<file path="src/bqsm_front.sv">
`default_nettype none
module bqsm_front #(
  parameter int TIME_WIDTH = 40
) (
  input  wire logic                  clk,
  input  wire logic                  rst_n,
  input  wire logic                  in_valid,
  output logic                       in_ready,
  input  wire logic                  in_arrive,
  output logic                       q_valid,
  input  wire logic                  q_ready,
  output logic                       q_arrive,
  output logic [TIME_WIDTH-1:0]      q_stamp
);

  logic [TIME_WIDTH-1:0] tick_r, tick_nxt;
  logic                  arr_r   [2];
  logic [TIME_WIDTH-1:0] stamp_r [2];
  logic [1:0]            count_r, count_nxt;
  logic                  wr_ptr_r, wr_ptr_nxt;
  logic                  rd_ptr_r, rd_ptr_nxt;
  logic                  push, pop;

  assign in_ready = (count_r != 2'd2);
  assign q_valid  = (count_r != 2'd0);
  assign q_arrive = arr_r[rd_ptr_r];
  assign q_stamp  = stamp_r[rd_ptr_r];
  assign push     = in_valid && in_ready;
  assign pop      = q_valid && q_ready;

  always_comb begin
    tick_nxt   = push ? tick_r + TIME_WIDTH'(1) : tick_r;
    wr_ptr_nxt = push ? ~wr_ptr_r : wr_ptr_r;
    rd_ptr_nxt = pop ? ~rd_ptr_r : rd_ptr_r;
    count_nxt  = count_r + {1'b0, push} - {1'b0, pop};
  end

  always_ff @(posedge clk) begin
    if (!rst_n) begin
      tick_r   <= '0;
      count_r  <= '0;
      wr_ptr_r <= 1'b0;
      rd_ptr_r <= 1'b0;
    end else begin
      tick_r   <= tick_nxt;
      count_r  <= count_nxt;
      wr_ptr_r <= wr_ptr_nxt;
      rd_ptr_r <= rd_ptr_nxt;
    end
  end

  always_ff @(posedge clk) begin
    if (push) begin
      arr_r[wr_ptr_r]   <= in_arrive;
      stamp_r[wr_ptr_r] <= tick_r;
    end
  end

endmodule
`default_nettype wire

</file>
<file path="config.mk">
export PLATFORM = sky130hd
export DESIGN_NAME = bqsm_front
export DESIGN_NICKNAME = d
export VERILOG_FILES = /design/src/bqsm_front.sv
export SDC_FILE = /design/constraint.sdc
export NUM_CORES = 1
export LEC_CHECK = 0
export BUFFER_PORTS_ARGS = -buffer_cell sky130_fd_sc_hd__buf_4
export CAP_MARGIN = 25
export CELL_PAD_IN_SITES_DETAIL_PLACEMENT = 1
export CELL_PAD_IN_SITES_GLOBAL_PLACEMENT = 2
export CORE_MARGIN = 4
export CORE_UTILIZATION = 41
export CTS_CLUSTER_DIAMETER = 30
export DETAILED_ROUTE_END_ITERATION = 16
export PLACE_DENSITY_LB_ADDON = 0.1
export SETUP_SLACK_MARGIN = 0.1
export SKIP_LAST_GASP = 1
export SYNTH_ARGS = -nofsm -noshare
export SYNTH_HDL_FRONTEND = slang
export SYNTH_SLANG_ARGS = --single-unit
</file>
<file path="constraint.sdc">
create_clock -name clk -period 4.7 [get_ports clk]
set_input_delay 1.41 -clock clk [delete_from_list [all_inputs] [get_ports clk]]
set_output_delay 1.41 -clock clk [all_outputs]
set_load 0.005 [all_outputs]
</file>
---- After elaboration in Yosys (flattened, before gate mapping) ----
Memories as Yosys holds them, arrays and structs flattened. A register that Yosys moved wholly into a read port is not among the register bits.
Index checks and enable logic that the tools add are counted.
storage, ports and cells
  register bits ........................... 44
  memory bits (writable) .................. 82
  word-level logic and storage cells ...... 21
  memories kept ........................... 2
cells by class
  add/subtract/negate cells ............... 3
  equality and inequality tests ........... 1
  muxes and demuxes ....................... 6
  bitwise gates (word level) .............. 2
  reductions and logical operators ........ 3
memories
  memory   words  bits a word  read ports  clocked after Yosys merged registers in  write ports  RTL line  text
  stamp_r  2      40           1           1                                        1            18        logic [TIME_WIDTH-1:0] stamp_r [2];
  arr_r    2      1            1           1                                        1            17        logic arr_r [2];
operators with widths
  kind                                           count
  adder 40 x 1 -> 40 bit, second input constant  1
  two-way mux 1 bit                              6
  adder 2 x 1 -> 2 bit                           1
  logical AND 1 bit                              2
  inequality test 2 bit, second input constant   1
  NOT 1 bit                                      2
  nonzero test 2 bit                             1
  subtractor 2 x 1 -> 2 bit                      1

---- Depth between registers and ports, before layout ----
  depth in word-level cells ............... 4
  depth in mapped cells ................... 10
  depth with buffers taken out ............ 9

---- Worst setup path after synthesis ----
Ideal clock, no wire load.
  kind .................................... input to register
  start ................................... input port in_valid
  end ..................................... memory arr_r[0], enable pin
  setup time .............................. 0.439 ns
  arrival ................................. 3.564 ns
  path slack .............................. 0.696 ns
  stages on the path ...................... 4
  buffers on the path ..................... 1
  cells stage by stage .................... and2_1 clkbuf_1 inv_1 nor2_1
between the ends
  word-level cells in the longest chain between the ends .. 3
RTL lines
  element                                  RTL line  text
  start: declaration                       7         input wire logic in_valid,
  logical AND 1 bit                        28        assign push = in_valid && in_ready;
  two-way mux 1 bit                        53        if (push) begin
  two-way mux 1 bit (not written as such)  54        arr_r[wr_ptr_r] <= in_arrive;
  end: declaration                         17
No other way between the ends.

==> flow_summary.toml <==
[synth]
ys_seq_elements = 127
synth_most_common_cell = "edfxtp_1"
synth_top_family_by_area = "simple AND/OR/NAND/NOR gates"
ys_seq_area_share_pct = 66.67
synth_top_area_cell = "edfxtp_1"
synthTopCellsByCount = "edfxtp_1, dfxtp_1, mux2_2"
ys.flop_type = "edfxtp_1"
synthDistinctLibCells = 39
synthDominantCellAreaShare_pct = 48.81
synth-xor-area-share_pct = 5.035
synth_compound_area_share_pct = 2.927
synthMuxAreaShare_pct = 9.350
yosys.area_share.simple_pct = 13.02
syn-num-nets = 379
synth_area_leaders = "edfxtp_1, dfxtp_1, mux2_2"
postSynthCellCount = 371
synthAdderAreaFrac_pct = 0.7440
postSynth.asyncResetShare_pct = 0
yosysWarnings = 0
synth_edf_count = 82
syn_area_mm2 = 0.005045
syn_area_per_cell_um2 = 13.60

[run_status]
status = "finished clean"

[clocking]
hold_buffers = 0
ctsResizeCount = 0
cts_tree = "yes"
cts.reportedPaths.clkPinSlew_ns = 0.05
cts_setup_buffers = 0
root_buffer = "clkbuf_16"
numCtsBuffers = 17
clk_latency_ns = 0.41
numClockSinks = 127
htreeDepth = 4
clk_path_buf_depth = 2

[min_path]
hp-class = "reg -> reg"

[worst_setup_path]
worstSetupPathType = "reg -> out"
cp-end-kind = "primary output"
crit_chain = "buf_16 > mux2_2 > buf_4"
critPathMaxStageDelay_ns = 0.71
crit_path_top_delay_cell = "dfxtp_2"
required_ns = 3.29
startpoint_type = "flip-flop"
arrival_ns = 1.85
path_max_fanout = 21

[placement]
io_buffers = 47
routabilityCongestion = 0.7117
hpwl_um = 6331
dp_cells = 552

[sta]
tightest_slew_ns = 0.8405
skew_ns = 0.006530
grt_setup_unrepaired = "no"
period_minus_slack_ns = 3.258
fin_crit_sh_pct = 69.31
final-hold-violation-count = 0
tns_ns = 0
fmax_mhz = 307.0
slew_headroom_pct = 43.90
setup_violations = 0
slew_viol_final = 0

[drt]
vias = 3039
ant_nets = 0
wirelength_um = 9912
drcViolationCount = 0
dr.pass1.iters = 4
drt-vias-per-instance = 5.186
routedWlPerCell_um = 16.91
drt_iter0_markers = 90

[power_and_ir_drop]
cellLeakagePower_nw = 2.158
cellPowerDensity_mw_per_mm2 = 504.5
ir_worst_vdd_uv = 300.6

[global_route]
grt_pass1_vias = 3169
grt_start_max_net_pins = 42
grt_usage_pct = 15.12
grt_pass1_wl_um = 16490
gr-total-overflow = 0
antenna_found_initial = 0

[die]
rows = 40
dieHeight_um = 118.9
dieArea_mm2 = 0.01414
io-pin-count = 48
start_util_pct = 42.00
core_mm2 = 0.01201
die_x_um = 118.9

[finish]
drive_above_1_share_pct = 29.61
instances_no_fill = 586
n_antenna_cell = 0
syn_to_final_growth_pct = 20.68
fin_nets = 434

[flow_run]
max_cap_viol_count = 0
==> path summary, 6_finish.rpt <==
check	start	to	slack, ns	cells past startpoint
setup / recovery	flip-flop	q_stamp[13]	1.44	3
hold / removal	tick_r[39]$_SDFFE_PN0N_	stamp_r[1][39]$_DFFE_PP_	0.49	0
setup reg to reg	tick_r[10]$_SDFFE_PN0N_	tick_r[33]$_SDFFE_PN0N_	2.30	5
hold reg to reg	tick_r[39]$_SDFFE_PN0N_	stamp_r[1][39]$_DFFE_PP_	0.49	0
==> metal layers <==
layer  global-route usage, %  vias up  routed length [µm]
met3                   5.128       18                 326
met2                   24.09       42                4810
met4                   6.734        0                 187
met5                       0        -                   0
met1                   18.67     1511                4587
li1                        -     1468                   -
==> power by group <==
part           switching (W)  internal [W]
logic               0.000223      0.000316
registers          0.0000657       0.00133
clock network       0.000432      0.000710
total               0.000721       0.00235
==> logic make-up after synthesis <==
kind of cell | Yosys count
simple gates | 121
flops | 127
buf+inv | 22
xor+xnor | 29
compound gates | 27
fa+ha+maj | 3
mux | 42
==> critical path, delay by kind of cell (launching register included) <==
kind	cells	cell delay, ns
buf+inv	2	0.37
mux	1	0.35
flops	1	0.71
==> cells in the final DEF (no fill, tap or decap), types with 11 or more instances in the layout <==
master / instances
buf_4: 49
dfxtp_1: 44
edfxtp_1: 82
xor2_1: 14
clkbuf_16: 17
xnor2_1: 15
nand4_1: 11
nand2_1: 19
nor2_1: 32
a21oi_1: 13
mux2_2: 41
==> area by class of cell <==
cell class / count / area (µm²)
sequential: 127 / 3364
multi-input combinational: 222 / 1577
inverter: 7 / 26.28
tap: 147 / 183.9
fill: 1236 / 5923
timing repair buffer: 51 / 422.9
clock buffer: 21 / 440.4
clock inverter: 11 / 73.82
==> state kept, by name (all words and copies together), names as in the netlist, named ones only <==
register  cells
stamp_r      80
tick_r       40
wr_ptr_r      1
count_r       2
rd_ptr_r      1
arr_r         2
==> metrics by stage <==
stage / power (W) / utilization [%] / setup slack [ns] / hold WS (ns) / instance area (µm²)
detailed placement: 0.001946 / 45.95 / 1.428 / 0.4862 / 5519
floorplan: 0.001684 / - / 0.6964 / 0.4387 / 5045
global route: 0.003223 / 50.69 / 1.338 / 0.4964 / 6088
global placement: 0.001937 / 45.95 / 1.461 / 0.4827 / 5519
finish: 0.003072 / 50.69 / 1.442 / 0.4860 / 6088
CTS: 0.003098 / 50.23 / 1.211 / 0.4873 / 6033
No activity file was read; power rests on OpenSTA's default activity.
